$ cat config.mk
export PLATFORM = sky130hd
export DESIGN_NAME = ack_packet_deframer
export DESIGN_NICKNAME = d
export VERILOG_FILES = /design/src/hw/rtl/ackd_pkg.sv /design/src/hw/rtl/ackd_regs.sv /design/src/hw/rtl/ackd_ctrl.sv /design/src/hw/rtl/ackd_dp.sv /design/src/hw/rtl/ack_packet_deframer.sv
export SDC_FILE = /design/constraint.sdc
export NUM_CORES = 1
export LEC_CHECK = 0
export BUFFER_PORTS_ARGS = -buffer_cell sky130_fd_sc_hd__buf_2
export CAP_MARGIN = 20
export CORE_MARGIN = 3
export CORE_UTILIZATION = 40
export DETAILED_ROUTE_END_ITERATION = 10
export PLACE_DENSITY = 0.56
export SLEW_MARGIN = 5
export SYNTH_ARGS = -nofsm -noshare
export SYNTH_HDL_FRONTEND = slang
export SYNTH_SLANG_ARGS = --single-unit
$ cat constraint.sdc
create_clock -name i_clk -period 4.9 [get_ports i_clk]
set_input_delay 0.98 -clock i_clk [delete_from_list [all_inputs] [get_ports i_clk]]
set_output_delay 0.98 -clock i_clk [all_outputs]
set_load 0.005 [all_outputs]
$ cat src/hw/rtl/ackd_pkg.sv
package ackd_pkg;

    // item kinds on the input channel
    localparam logic [1:0] FUNC_ARM  = 2'd0;
    localparam logic [1:0] FUNC_BYTE = 2'd1;
    localparam logic [1:0] FUNC_TICK = 2'd2;

    // result kinds
    localparam logic KIND_DATA  = 1'b0;
    localparam logic KIND_FINAL = 1'b1;

    // final status codes
    localparam logic [2:0] ST_OK       = 3'd0;
    localparam logic [2:0] ST_TIMEOUT  = 3'd1;
    localparam logic [2:0] ST_HEADER   = 3'd2;
    localparam logic [2:0] ST_CHECKSUM = 3'd3;
    localparam logic [2:0] ST_LONG     = 3'd4;

    // frame layout
    localparam logic [7:0]  HDR_HI       = 8'hef;
    localparam logic [7:0]  HDR_LO       = 8'h01;
    localparam logic [7:0]  PKT_ACK      = 8'h07;
    localparam logic [16:0] POS_HDR_HI   = 17'd0;
    localparam logic [16:0] POS_HDR_LO   = 17'd1;
    localparam logic [16:0] POS_TYPE     = 17'd6;
    localparam logic [16:0] POS_LEN_HI   = 17'd7;
    localparam logic [16:0] POS_LEN_LO   = 17'd8;
    localparam logic [16:0] POS_CONFIRM  = 17'd9;
    localparam logic [8:0]  POS_DATA     = 9'd10;
    localparam logic [16:0] HEAD_BYTES   = 17'd9;
    localparam logic [16:0] MIN_FRAME    = 17'd12;
    localparam logic [15:0] LEN_OVERHEAD = 16'd3;
    localparam logic [5:0]  OUT_CAP      = 6'd52;
    localparam logic [15:0] TICK_MAX     = 16'hffff;

    // configuration registers
    localparam int          PADDR_W        = 3;
    localparam logic        REG_TIMEOUT    = 1'b0;
    localparam logic        REG_MAX_LEN    = 1'b1;
    localparam logic [15:0] TIMEOUT_RESET  = 16'd1000;
    localparam logic [5:0]  MAX_LEN_RESET  = 6'd52;

    typedef struct packed {
        logic in_open;
        logic latch_result;
        logic load_data;
        logic load_final;
    } t_dp_cmd;

    typedef struct packed {
        logic finish;
        logic emit;
        logic last_data;
        logic out_free;
    } t_dp_stat;

endpackage

$ cat src/hw/rtl/ackd_regs.sv
module ackd_regs (
    input  logic                          i_clk,
    input  logic                          i_rst_n,
    input  logic                          psel,
    input  logic                          penable,
    input  logic                          pwrite,
    input  logic [ackd_pkg::PADDR_W-1:0]  paddr,
    input  logic [31:0]                   pwdata,
    output logic [31:0]                   prdata,
    output logic                          pready,
    output logic [15:0]                   o_timeout_ticks,
    output logic [5:0]                    o_max_data_len
);

    logic [15:0] r_timeout_ticks;
    logic [5:0]  r_max_data_len;
    logic        w_wr;

    assign pready = 1'b1;
    assign w_wr   = psel & penable & pwrite;

    always_ff @(posedge i_clk) begin
        if (!i_rst_n) begin
            r_timeout_ticks <= ackd_pkg::TIMEOUT_RESET;
            r_max_data_len  <= ackd_pkg::MAX_LEN_RESET;
        end else if (w_wr) begin
            case (paddr[2])
                ackd_pkg::REG_TIMEOUT: r_timeout_ticks <= pwdata[15:0];
                ackd_pkg::REG_MAX_LEN: r_max_data_len  <= pwdata[5:0];
                default: ;
            endcase
        end
    end

    always_comb begin
        case (paddr[2])
            ackd_pkg::REG_TIMEOUT: prdata = {16'd0, r_timeout_ticks};
            ackd_pkg::REG_MAX_LEN: prdata = {26'd0, r_max_data_len};
            default:               prdata = 32'd0;
        endcase
    end

    assign o_timeout_ticks = r_timeout_ticks;
    assign o_max_data_len  = r_max_data_len;

endmodule

$ cat src/hw/rtl/ackd_ctrl.sv
module ackd_ctrl (
    input  logic               i_clk,
    input  logic               i_rst_n,
    input  ackd_pkg::t_dp_stat i_stat,
    output ackd_pkg::t_dp_cmd  o_cmd
);

    localparam logic [2:0] S_IDLE  = 3'd0;
    localparam logic [2:0] S_CHECK = 3'd1;
    localparam logic [2:0] S_READ  = 3'd2;
    localparam logic [2:0] S_DATA  = 3'd3;
    localparam logic [2:0] S_FINAL = 3'd4;

    logic [2:0] r_state;
    logic [2:0] n_state;

    always_comb begin
        n_state = r_state;
        o_cmd   = '0;
        case (r_state)
            S_IDLE: begin
                o_cmd.in_open = 1'b1;
                if (i_stat.finish) n_state = S_CHECK;
            end
            S_CHECK: begin
                o_cmd.latch_result = 1'b1;
                n_state = i_stat.emit ? S_READ : S_FINAL;
            end
            // memory read address settles, data registered
            S_READ: begin
                n_state = S_DATA;
            end
            S_DATA: begin
                if (i_stat.out_free) begin
                    o_cmd.load_data = 1'b1;
                    n_state = i_stat.last_data ? S_FINAL : S_READ;
                end
            end
            S_FINAL: begin
                if (i_stat.out_free) begin
                    o_cmd.load_final = 1'b1;
                    n_state = S_IDLE;
                end
            end
            default: begin
                n_state = S_IDLE;
            end
        endcase
    end

    always_ff @(posedge i_clk) begin
        if (!i_rst_n) begin
            r_state <= S_IDLE;
        end else begin
            r_state <= n_state;
        end
    end

endmodule

$ cat src/hw/rtl/ackd_dp.sv
module ackd_dp #(
    parameter int BUFFER_BYTES = 64
) (
    input  logic               i_clk,
    input  logic               i_rst_n,
    input  ackd_pkg::t_dp_cmd  i_cmd,
    output ackd_pkg::t_dp_stat o_stat,
    input  logic [15:0]        i_timeout_ticks,
    input  logic [5:0]         i_max_data_len,
    input  logic               i_valid,
    input  logic [1:0]         i_func,
    input  logic [7:0]         i_rx_byte,
    output logic               o_valid,
    input  logic               i_stall,
    output logic               o_kind,
    output logic [7:0]         o_data_byte,
    output logic [2:0]         o_status_code,
    output logic [7:0]         o_confirm_code,
    output logic [5:0]         o_data_count,
    output logic               o_last
);

    localparam int AW = $clog2(BUFFER_BYTES);
    localparam int CW = $clog2(BUFFER_BYTES + 1);

    logic [7:0]    r_mem [BUFFER_BYTES];
    logic [7:0]    r_rd_data;

    logic [CW-1:0] r_byte_count;
    logic [CW-1:0] n_byte_count;
    logic [15:0]   r_tick;
    logic [15:0]   n_tick;
    logic          r_armed;
    logic          n_armed;
    logic [15:0]   r_sum;
    logic [15:0]   n_sum;
    logic [15:0]   r_len;
    logic [15:0]   n_len;
    logic [7:0]    r_b0;
    logic [7:0]    r_b1;
    logic [7:0]    r_b6;
    logic [7:0]    r_confirm;
    logic [7:0]    r_prev0;
    logic [7:0]    r_prev1;
    logic [2:0]    r_status;
    logic [5:0]    r_cnt;
    logic [5:0]    r_idx;

    logic          r_o_valid;
    logic          r_kind;
    logic [7:0]    r_data_byte;
    logic [2:0]    r_status_code;
    logic [7:0]    r_confirm_code;
    logic [5:0]    r_data_count;
    logic          r_last;

    logic          w_accept;
    logic          w_store;
    logic          w_finish;
    logic [16:0]   w_pos;
    logic [16:0]   w_cnt17;
    logic [16:0]   w_need;
    logic [16:0]   w_n17;
    logic [16:0]   w_frame;
    logic [2:0]    w_status;
    logic [5:0]    w_cap;
    logic [15:0]   w_body;
    logic [5:0]    w_out_cnt;
    logic [8:0]    w_rd_sum;
    logic [AW-1:0] w_rd_addr;
    logic          w_out_free;

    assign w_accept   = i_valid & i_cmd.in_open;
    assign w_out_free = ~r_o_valid | ~i_stall;
    assign w_pos      = 17'(r_byte_count);

    // per-item update
    always_comb begin
        n_byte_count = r_byte_count;
        n_tick       = r_tick;
        n_armed      = r_armed;
        n_sum        = r_sum;
        n_len        = r_len;
        w_store      = 1'b0;
        w_finish     = 1'b0;
        w_cnt17      = w_pos + 17'd1;
        w_need       = 17'd0;
        if (w_accept) begin
            case (i_func)
                ackd_pkg::FUNC_ARM: begin
                    n_byte_count = '0;
                    n_tick       = '0;
                    n_sum        = '0;
                    n_armed      = 1'b1;
                    if (i_timeout_ticks == 16'd0) w_finish = 1'b1;
                end
                ackd_pkg::FUNC_BYTE: begin
                    if (r_armed) begin
                        if (r_byte_count == CW'(BUFFER_BYTES)) begin
                            w_finish = 1'b1;
                        end else begin
                            w_store      = 1'b1;
                            n_byte_count = r_byte_count + CW'(1);
                            if (w_pos == ackd_pkg::POS_LEN_HI) n_len = {i_rx_byte, r_len[7:0]};
                            if (w_pos == ackd_pkg::POS_LEN_LO) n_len = {r_len[15:8], i_rx_byte};
                            if (w_pos >= ackd_pkg::POS_TYPE &&
                                (w_pos < ackd_pkg::HEAD_BYTES ||
                                 w_pos < ackd_pkg::POS_LEN_HI + 17'(n_len))) begin
                                n_sum = r_sum + 16'(i_rx_byte);
                            end
                            w_need = ackd_pkg::HEAD_BYTES + 17'(n_len);
                            if ((w_cnt17 >= ackd_pkg::HEAD_BYTES && w_cnt17 >= w_need) ||
                                w_cnt17 >= 17'(BUFFER_BYTES)) begin
                                w_finish = 1'b1;
                            end
                        end
                    end
                end
                ackd_pkg::FUNC_TICK: begin
                    if (r_armed) begin
                        if (r_tick != ackd_pkg::TICK_MAX) n_tick = r_tick + 16'd1;
                        if (n_tick >= i_timeout_ticks) w_finish = 1'b1;
                    end
                end
                default: ;
            endcase
            if (w_finish) n_armed = 1'b0;
        end
    end

    // frame check, evaluated once the wait has ended
    always_comb begin
        w_n17   = w_pos;
        w_frame = ackd_pkg::HEAD_BYTES + 17'(r_len);
        if (w_n17 < ackd_pkg::MIN_FRAME) begin
            w_status = ackd_pkg::ST_TIMEOUT;
        end else if (r_b0 != ackd_pkg::HDR_HI || r_b1 != ackd_pkg::HDR_LO ||
                     r_b6 != ackd_pkg::PKT_ACK) begin
            w_status = ackd_pkg::ST_HEADER;
        end else if (w_frame > 17'(BUFFER_BYTES)) begin
            w_status = ackd_pkg::ST_LONG;
        end else if (w_n17 < w_frame) begin
            w_status = ackd_pkg::ST_TIMEOUT;
        end else if (r_sum != {r_prev1, r_prev0}) begin
            w_status = ackd_pkg::ST_CHECKSUM;
        end else begin
            w_status = ackd_pkg::ST_OK;
        end
        w_cap     = (i_max_data_len > ackd_pkg::OUT_CAP) ? ackd_pkg::OUT_CAP : i_max_data_len;
        w_body    = r_len - ackd_pkg::LEN_OVERHEAD;
        w_out_cnt = (w_body > 16'(w_cap)) ? w_cap : w_body[5:0];
        if (w_status != ackd_pkg::ST_OK) w_out_cnt = 6'd0;
    end

    assign w_rd_sum  = ackd_pkg::POS_DATA + 9'(r_idx);
    assign w_rd_addr = w_rd_sum[AW-1:0];

    always_ff @(posedge i_clk) begin
        if (w_store) r_mem[r_byte_count[AW-1:0]] <= i_rx_byte;
        r_rd_data <= r_mem[w_rd_addr];
    end

    // payload captures
    always_ff @(posedge i_clk) begin
        r_len <= n_len;
        if (w_store) begin
            r_prev1 <= r_prev0;
            r_prev0 <= i_rx_byte;
            if (w_pos == ackd_pkg::POS_HDR_HI)  r_b0      <= i_rx_byte;
            if (w_pos == ackd_pkg::POS_HDR_LO)  r_b1      <= i_rx_byte;
            if (w_pos == ackd_pkg::POS_TYPE)    r_b6      <= i_rx_byte;
            if (w_pos == ackd_pkg::POS_CONFIRM) r_confirm <= i_rx_byte;
        end
        if (i_cmd.latch_result) begin
            r_status <= w_status;
            r_cnt    <= w_out_cnt;
        end
    end

    always_ff @(posedge i_clk) begin
        if (!i_rst_n) begin
            r_byte_count <= '0;
            r_tick       <= '0;
            r_armed      <= 1'b0;
            r_sum        <= '0;
            r_idx        <= '0;
        end else begin
            r_byte_count <= n_byte_count;
            r_tick       <= n_tick;
            r_armed      <= n_armed;
            r_sum        <= n_sum;
            if (i_cmd.latch_result) begin
                r_idx <= '0;
            end else if (i_cmd.load_data) begin
                r_idx <= r_idx + 6'd1;
            end
        end
    end

    // output register
    always_ff @(posedge i_clk) begin
        if (!i_rst_n) begin
            r_o_valid <= 1'b0;
        end else if (i_cmd.load_data || i_cmd.load_final) begin
            r_o_valid <= 1'b1;
        end else if (!i_stall) begin
            r_o_valid <= 1'b0;
        end
    end

    always_ff @(posedge i_clk) begin
        if (i_cmd.load_data) begin
            r_kind         <= ackd_pkg::KIND_DATA;
            r_data_byte    <= r_rd_data;
            r_status_code  <= ackd_pkg::ST_OK;
            r_confirm_code <= 8'd0;
            r_data_count   <= 6'd0;
            r_last         <= 1'b0;
        end else if (i_cmd.load_final) begin
            r_kind         <= ackd_pkg::KIND_FINAL;
            r_data_byte    <= 8'd0;
            r_status_code  <= r_status;
            r_confirm_code <= (r_status == ackd_pkg::ST_OK) ? r_confirm : 8'd0;
            r_data_count   <= r_cnt;
            r_last         <= 1'b1;
        end
    end

    assign o_stat.finish    = w_finish;
    assign o_stat.emit      = (w_status == ackd_pkg::ST_OK) && (w_out_cnt != 6'd0);
    assign o_stat.last_data = (r_idx + 6'd1) == r_cnt;
    assign o_stat.out_free  = w_out_free;

    assign o_valid        = r_o_valid;
    assign o_kind         = r_kind;
    assign o_data_byte    = r_data_byte;
    assign o_status_code  = r_status_code;
    assign o_confirm_code = r_confirm_code;
    assign o_data_count   = r_data_count;
    assign o_last         = r_last;

endmodule

$ cat src/hw/rtl/ack_packet_deframer.sv
// channel   direction  handshake           payload
// input     in         i_valid / o_stall   i_func, i_rx_byte
// result    out        o_valid / i_stall   o_kind, o_data_byte, o_status_code,
//                                          o_confirm_code, o_data_count, o_last
// config    in         psel/penable/pready paddr, pwdata, prdata (apb-style)
//
// arm, byte and tick transactions are accepted whenever offered while a packet is collected
// closing a packet runs a check state, then a read and a load state per data byte (one memory
// read port, registered read data), then the final status item
// input is stalled from the closing transaction until the status item is loaded
// a result stalled at the output holds the sequencer, not the collected state
// i_rst_n is synchronous; the byte memory is not cleared and needs no sweep
module ack_packet_deframer #(
    parameter int BUFFER_BYTES = 64
) (
    input  logic                          i_clk,
    input  logic                          i_rst_n,
    // input channel
    input  logic                          i_valid,
    output logic                          o_stall,
    input  logic [1:0]                    i_func,
    input  logic [7:0]                    i_rx_byte,
    // result channel
    output logic                          o_valid,
    input  logic                          i_stall,
    output logic                          o_kind,
    output logic [7:0]                    o_data_byte,
    output logic [2:0]                    o_status_code,
    output logic [7:0]                    o_confirm_code,
    output logic [5:0]                    o_data_count,
    output logic                          o_last,
    // configuration port
    input  logic                          psel,
    input  logic                          penable,
    input  logic                          pwrite,
    input  logic [ackd_pkg::PADDR_W-1:0]  paddr,
    input  logic [31:0]                   pwdata,
    output logic [31:0]                   prdata,
    output logic                          pready
);

    ackd_pkg::t_dp_cmd  w_cmd;
    ackd_pkg::t_dp_stat w_stat;
    logic [15:0]        w_timeout_ticks;
    logic [5:0]         w_max_data_len;

    // timeout and length cap registers
    ackd_regs u_regs (
        .i_clk           (i_clk),
        .i_rst_n         (i_rst_n),
        .psel            (psel),
        .penable         (penable),
        .pwrite          (pwrite),
        .paddr           (paddr),
        .pwdata          (pwdata),
        .prdata          (prdata),
        .pready          (pready),
        .o_timeout_ticks (w_timeout_ticks),
        .o_max_data_len  (w_max_data_len)
    );

    // sequencer: collect, check, emit data bytes, emit status
    ackd_ctrl u_ctrl (
        .i_clk   (i_clk),
        .i_rst_n (i_rst_n),
        .i_stat  (w_stat),
        .o_cmd   (w_cmd)
    );

    // byte memory, frame counters, checksum and output register
    ackd_dp #(
        .BUFFER_BYTES (BUFFER_BYTES)
    ) u_dp (
        .i_clk           (i_clk),
        .i_rst_n         (i_rst_n),
        .i_cmd           (w_cmd),
        .o_stat          (w_stat),
        .i_timeout_ticks (w_timeout_ticks),
        .i_max_data_len  (w_max_data_len),
        .i_valid         (i_valid),
        .i_func          (i_func),
        .i_rx_byte       (i_rx_byte),
        .o_valid         (o_valid),
        .i_stall         (i_stall),
        .o_kind          (o_kind),
        .o_data_byte     (o_data_byte),
        .o_status_code   (o_status_code),
        .o_confirm_code  (o_confirm_code),
        .o_data_count    (o_data_count),
        .o_last          (o_last)
    );

    // input is open only while collecting
    assign o_stall = ~w_cmd.in_open;

endmodule

## Word-level counts from Yosys, hierarchy flattened

Memories as Yosys holds them, arrays and structs flattened. A register that Yosys moved wholly into a read port is not among the register bits.
Cells that the tools add are included.

| word-level totals | value |
|---|---|
| bits in registers | 171 |
| bits in latches | 0 |
| RAM bits | 512 |
| ROM bits | 0 |
| input port bits | 52 |
| output and inout port bits | 62 |
| word-level logic and storage cells | 176 |
| memories kept | 1 |

| cells by class | value |
|---|---|
| add/subtract/negate cells | 10 |
| $mul | 0 |
| div/mod/pow operators | 0 |
| magnitude comparators | 12 |
| equal/unequal tests | 26 |
| shift operators | 0 |
| mux-type cells | 61 |
| bitwise operators | 10 |
| reduce and logical (&&, ||, !) cells | 33 |

Memories:

| name | depth | bits a word | read ports | clocked after Yosys merged registers in | write ports | RTL line | RTL |
|---|---|---|---|---|---|---|---|
| u_dp.r_mem | 64 | 8 | 1 | 1 | 1 | ackd_dp.sv:26 | `logic [7:0] r_mem [BUFFER_BYTES];` |

Operators with widths:

| kind | count |
|---|---|
| $mux W16 | 14 |
| $pmux W16 S2 | 2 |
| $pmux W32 S2 | 1 |
| $add A4 B16 Y17 const A | 2 |
| $lt A7 B17 Y1 | 2 |
| $mux W3 | 9 |
| $mux W8 | 3 |
| $mux W1 | 23 |
| $mux W6 | 3 |
| $add A3 B16 Y17 const A | 1 |
| $ge A17 B17 Y1 | 1 |
| $ge A17 B4 Y1 const B | 1 |
| $ge A17 B7 Y1 const B | 1 |
| $gt A17 B7 Y1 const B | 1 |
| $logic_not A17 Y1 | 1 |
| $add A16 B1 Y16 const B | 1 |
| $add A16 B8 Y16 | 1 |
| $ge A16 B16 Y1 | 1 |
| $gt A16 B6 Y1 | 1 |
| $logic_not A16 Y1 | 1 |
| $ne A16 B16 Y1 | 1 |
| $ne A16 B16 Y1 const B | 1 |
| $sub A16 B2 Y16 const B | 1 |
| $pmux W3 S5 | 1 |
| 41 further kinds | 78 |

## Depth between registers and ports, before layout

| logic depth | value |
|---|---|
| depth after elaboration | 19 |
| depth in mapped cells | 23 |
| depth with buffers taken out | 21 |

## Cells and area by module

Synthesis repeated with hierarchy kept, for this count alone.

| unflattened totals | value |
|---|---|
| cell total of the unflattened synthesis | 1987 |
| area total of the unflattened synthesis | 30574.3 um^2 |

By module, submodules not included:

| module | times used | cells each | area each (um^2) | sequential area each (um^2) |
|---|---|---|---|---|
| ackd_dp | 1 | 1831 | 29176.7 | 19268.5 |
| ackd_regs | 1 | 132 | 1213.7 | 440.4 |
| ackd_ctrl | 1 | 23 | 180.2 | 60.1 |
| ack_packet_deframer | 1 | 1 | 3.8 | 0.0 |

## Worst setup path after synthesis

OpenSTA, ideal clock, no wires.

| timing | value |
|---|---|
| kind | register to register |
| start | register u_dp.r_byte_count[0] |
| end | register u_dp.r_sum[13] |
| data arrival time | 4.450 ns |
| setup slack | 0.379 ns |
| cell stages (with the launch flop) | 20 |
| path buffers | 1 |
| cell sequence | dfxtp_1 -> clkbuf_1 -> inv_1 -> ha_1 -> nand3b_1 -> nor2_1 -> mux2i_1 -> ha_1 -> o31a_1 -> a22oi_4 -> xor2_1 -> ha_1 -> a2111oi_0 -> a21oi_1 -> o2111ai_1 -> a2111oi_2 -> a31oi_4 -> o2111ai_4 -> or4_1 -> a21oi_1 |

| between the ends | value |
|---|---|
| longest elaborated chain between the ends | 13 |
| elaborated cells on any way between the ends | 18 |
| classes of those cells | add/sub (1); order compare (3); eq/ne (5); mux (6); reduce/logical (3) |

RTL lines:

| what | RTL line | RTL |
|---|---|---|
| start: declaration | ackd_dp.sv:29 | `logic [CW-1:0] r_byte_count;` |
| start signal: assignment | ackd_dp.sv:188 | `r_byte_count <= n_byte_count;` |
| $eq A7 B3 Y1 | ackd_dp.sv:104 | `if (w_pos == ackd_pkg::POS_LEN_HI) n_len = {i_rx_byte, r_len[7:0]};` |
| $mux W16 | ackd_dp.sv:104 |  |
| $mux W16 | ackd_dp.sv:105 | `if (w_pos == ackd_pkg::POS_LEN_LO) n_len = {r_len[15:8], i_rx_byte};` |
| $mux W16 | ackd_dp.sv:99 | `if (r_byte_count == CW'(BUFFER_BYTES)) begin` |
| $mux W16 | ackd_dp.sv:98 | `if (r_armed) begin` |
| $mux W16 | ackd_dp.sv:89 | `case (i_func)` |
| $mux W16 | ackd_dp.sv:88 | `if (w_accept) begin` |
| $add A3 B16 Y17 | ackd_dp.sv:108 | `w_pos < ackd_pkg::POS_LEN_HI + 17'(n_len))) begin` |
| $lt A7 B17 Y1 | ackd_dp.sv:108 |  |
| $logic_or A1 B1 Y1 | ackd_dp.sv:107 | `(w_pos < ackd_pkg::HEAD_BYTES \|\|` |
| $logic_and A1 B1 Y1 | ackd_dp.sv:106 | `if (w_pos >= ackd_pkg::POS_TYPE &&` |
| $ne A2 B1 Y1 (no source line) | - |  |
| $reduce_and A5 Y1 (no source line) (*) | - |  |
| end signal: assignment | ackd_dp.sv:191 | `r_sum <= n_sum;` |
| end: declaration | ackd_dp.sv:35 | `logic [15:0] r_sum;` |

Mark *: on every way between the ends. The rest lies on a longest branch, timed or not. The select of a mux whose other input is x is not followed.
A chain may end at the register's enable or synchronous reset.

## Worst setup path after layout

| timing | value |
|---|---|
| start | register u_dp.r_byte_count[0] |
| end | register u_dp.r_sum[10] |

The elaborated chain is that of the path after synthesis.

==> run summary <==
Clk_lat worst skew: 0.63 ns
Total grt overflow: 0
Final Net Count: 2294
Pwr per Cell Area: 352.3 nW/um^2
Clk buf depth: 3
WP data required: 5.45 ns
Initial antenna violation count: 6
Vias in the first global route: 17961
DR vias: 17963
Area grow syn2layout: 14.46%
Synthesized area per cell: 15.04 um^2
DP Area: 32400 um^2
Worst-path maximum fanout: 18
Ports: 114
P_leak: 11.78 nW
Die Ht: 282.1 um
Final hold violations: 0
First-pass GRT wire length: 115000 um
Unrepaired setup endpoints after global routing: false
Tot GR Track Use: 19.34%
Final instance area: 34900 um^2
Post-Route WL: 76140 um
Setup crit end kind: flop
Post-route DRC: 0
# hold bufs at CTS: 0
Core Area: 74950 um^2
Initial core utilization: 40.69%
Slew headroom: 38.92%
YS warnings: 0
Crit path launch type: flop
Share of cells above drive strength 1: 21.58%
IR drop worst, VDD: 0.0002479 V
Fin Clk Skew: 0.02671 ns
Largest net degree at the start of global routing: 132
Die W: 282.1 um
Gpl congestion: 0.8696
Final worst path period share: 92.84%
Num Clock Sinks: 691
Post-synth ARST share: 0%
CTS root buffer: clkbuf_16
Max_cap viols: 0
DP HPWL: 49430 um
Setup_tns: 0 ns
Cell variety after synth: 81
Setup CP Type: flop to flop
Synthesized area: 30490 um^2
Worst R2R Start: u_dp.r_byte_count[0]
Die area: 79580 um^2
Crit path from: u_dp.r_byte_count[0]
Hold Path Class: flop to flop
Number of synthesized flops with an enable pin: 593
Vias/cell: 5.605
F_max: 219.8 MHz
Row cnt: 100
Status: complete, no violations
TritonCTS Buffers: 74
TritonRoute pass-1 iters: 5
DRT antenna net count: 0
Worst hold start: u_dp.r_confirm[7]
Gate Count Post-Synth: 2028
Endpoints failing setup: 0
Top FF cell, synth: edfxtp_1
Wirelength per Cell: 23.76 um
Final Max Tran Viols: 0
CTS tree: built
Seq/Total Area, Yosys: 64.83%
CTS clock-pin slew for the worst setup and hold paths: 0.07 ns
Post-synthesis sequential element count: 691
Initial DRC count: 1673
Port Buf Inserts: 78
Final min period: 4.549 ns
H-tree depth: 3
Worst-Margin Slew: 0.9163 ns
Worst Path Arrival: 5.10 ns
==> critical path: stages, from the launching register on <==
cell	delay, ns
dfxtp_1	0.33
inv_1	0.11
ha_1	0.28
and3b_2	0.31
nand2_2	0.10
nand2_1	0.05
nand2_1	0.14
inv_1	0.05
ha_1	0.21
o31a_1	0.13
a22oi_4	0.28
xor2_1	0.12
ha_1	0.21
a2111oi_0	0.42
a21oi_1	0.13
o2111ai_1	0.28
a2111oi_2	0.09
a31oi_4	0.27
buf_4	0.26
o21ai_0	0.18
or3_1	0.39
a21oi_1	0.14
==> per-layer routing <==
layer | vias up | part of all wire (%) | track usage (%)
met3 | 104 | 5.6 | 3.004
met5 | - | 0.012 | 0
met2 | 550 | 48 | 31.11
met1 | 9159 | 45 | 27.89
li1 | 8148 | - | -
met4 | 2 | 2.0 | 4.424
==> cell families after synthesis <==
kind of cell               share of synthesized area (%)
adders and majority gates                          2.774
DFF                                                64.83
xor gates and xnor gates                           2.183
other                                            0.02463
buffers and inverters                              2.610
AOI/OAI and AO/OA                                  5.736
and+or+nand+nor                                    8.461
muxes                                              13.38
==> placed cells by master (no fill, tap or decap), types with 9 or more instances in the layout <==
cell type,count
a21oi_1,80
a22o_1,11
a31oi_1,12
and2_1,18
and3_1,14
buf_2,78
buf_4,94
clkbuf_1,15
clkbuf_16,76
clkinv_1,14
conb_1,17
dfxtp_1,96
edfxtp_1,593
ha_1,66
inv_1,62
mux2_2,14
mux2i_1,32
mux4_2,160
nand2_1,157
nand2b_1,9
nand3_1,49
nand3b_1,12
nand4_1,28
nor2_1,147
nor3_1,20
nor4_1,16
o211ai_1,10
o21ai_0,67
or3_1,19
xnor2_1,31
xor2_1,43
==> stage by stage <==
step | setup WS [ns] | total power [W] | util (%) | cells | hold slack [ns]
floorplan | 0.3792 | 0.006604 | - | 2043 | 0.4358
CTS | 0.1792 | 0.01243 | 46.53 | 3202 | 0.4509
finish | 0.3509 | 0.01230 | 46.57 | 3205 | 0.4546
detailed placement | 0.2262 | 0.006746 | 43.24 | 3067 | 0.4481
global route | 0.01425 | 0.01266 | 46.56 | 3203 | 0.4843
global placement | 0.2739 | 0.006737 | 43.20 | 3066 | 0.4465
==> path summary, 6_finish.rpt <==
| check | endpoint | slack [ns] | cells past startpoint |
|---|---|---|---|
| max | u_dp.r_sum[10] | 0.35 | 21 |
| min | u_dp.o_confirm_code[7] | 0.45 | 1 |
| max reg2reg | u_dp.r_sum[10] | 0.35 | 21 |
| min reg2reg | u_dp.o_confirm_code[7] | 0.45 | 1 |
==> registers in the layout (all words and copies together) (netlist names), 6 cells and up <==
signal and count:
u_dp.r_idx 6, u_dp.r_prev0 8, u_dp.r_confirm 8, u_dp.o_data_byte 8
u_dp.o_confirm_code 8, u_dp.o_data_count 6, u_dp.r_b1 8, u_dp.r_tick 16
u_dp.r_mem 512, u_dp.r_prev1 8, u_dp.r_cnt 6, u_dp.r_len 16
u_dp.r_rd_data 8, u_dp.r_byte_count 7, u_regs.o_max_data_len 6, u_dp.r_b6 8
u_regs.o_timeout_ticks 16, u_dp.r_sum 16, u_dp.r_b0 8
==> what timing repair did <==
action / in CTS / in global routing
endpoints found under the setup margin: 0 / 5
buffers inserted: 0 / 1
gates resized for setup: 0 / 8
==> cell type report <==
type / count / area [um^2]
Fill cell: 6428 / 40040
Antenna cell: 2 / 5.005
Sequential cell: 691 / 19780
Clock buffer: 95 / 2013
Multi-Input combinational cell: 1169 / 10040
Timing Repair Buffer: 175 / 1164
Inverter: 64 / 240.2
Clock inverter: 40 / 456.7
Tap cell: 969 / 1212
==> cell usage after synthesis, types with 12 or more instances <==
cell type / n / area (um^2)
and3_1: 14 / 87.58
nor2_1: 149 / 559.3
nor4_1: 16 / 100.1
buf_1: 16 / 60.06
xor2_1: 45 / 394.1
nand3_1: 49 / 245.2
and2_1: 18 / 112.6
dfxtp_1: 98 / 1962
inv_1: 62 / 232.7
buf_4: 21 / 157.7
o21ai_0: 69 / 345.3
nor3_1: 21 / 105.1
nand4_1: 28 / 175.2
clkbuf_1: 68 / 255.2
mux2_2: 14 / 157.7
a31oi_1: 12 / 75.07
nand2_1: 158 / 593.1
edfxtp_1: 593 / 17810
or3_1: 19 / 118.9
mux2i_1: 32 / 320.3
nand3b_1: 12 / 90.09
a21oi_1: 81 / 405.4
mux4_2: 160 / 3603
xnor2_1: 31 / 271.5
ha_1: 66 / 825.8
==> where the power goes <==
group	internal, W	total (W)	switching, W
Sequential	0.00638	0.00639	0.00000928
Combinational	0.0000527	0.000227	0.000174
Clock	0.00335	0.00568	0.00233
Total	0.00979	0.0123	0.00251
Power figures use the tool's default switching activity.
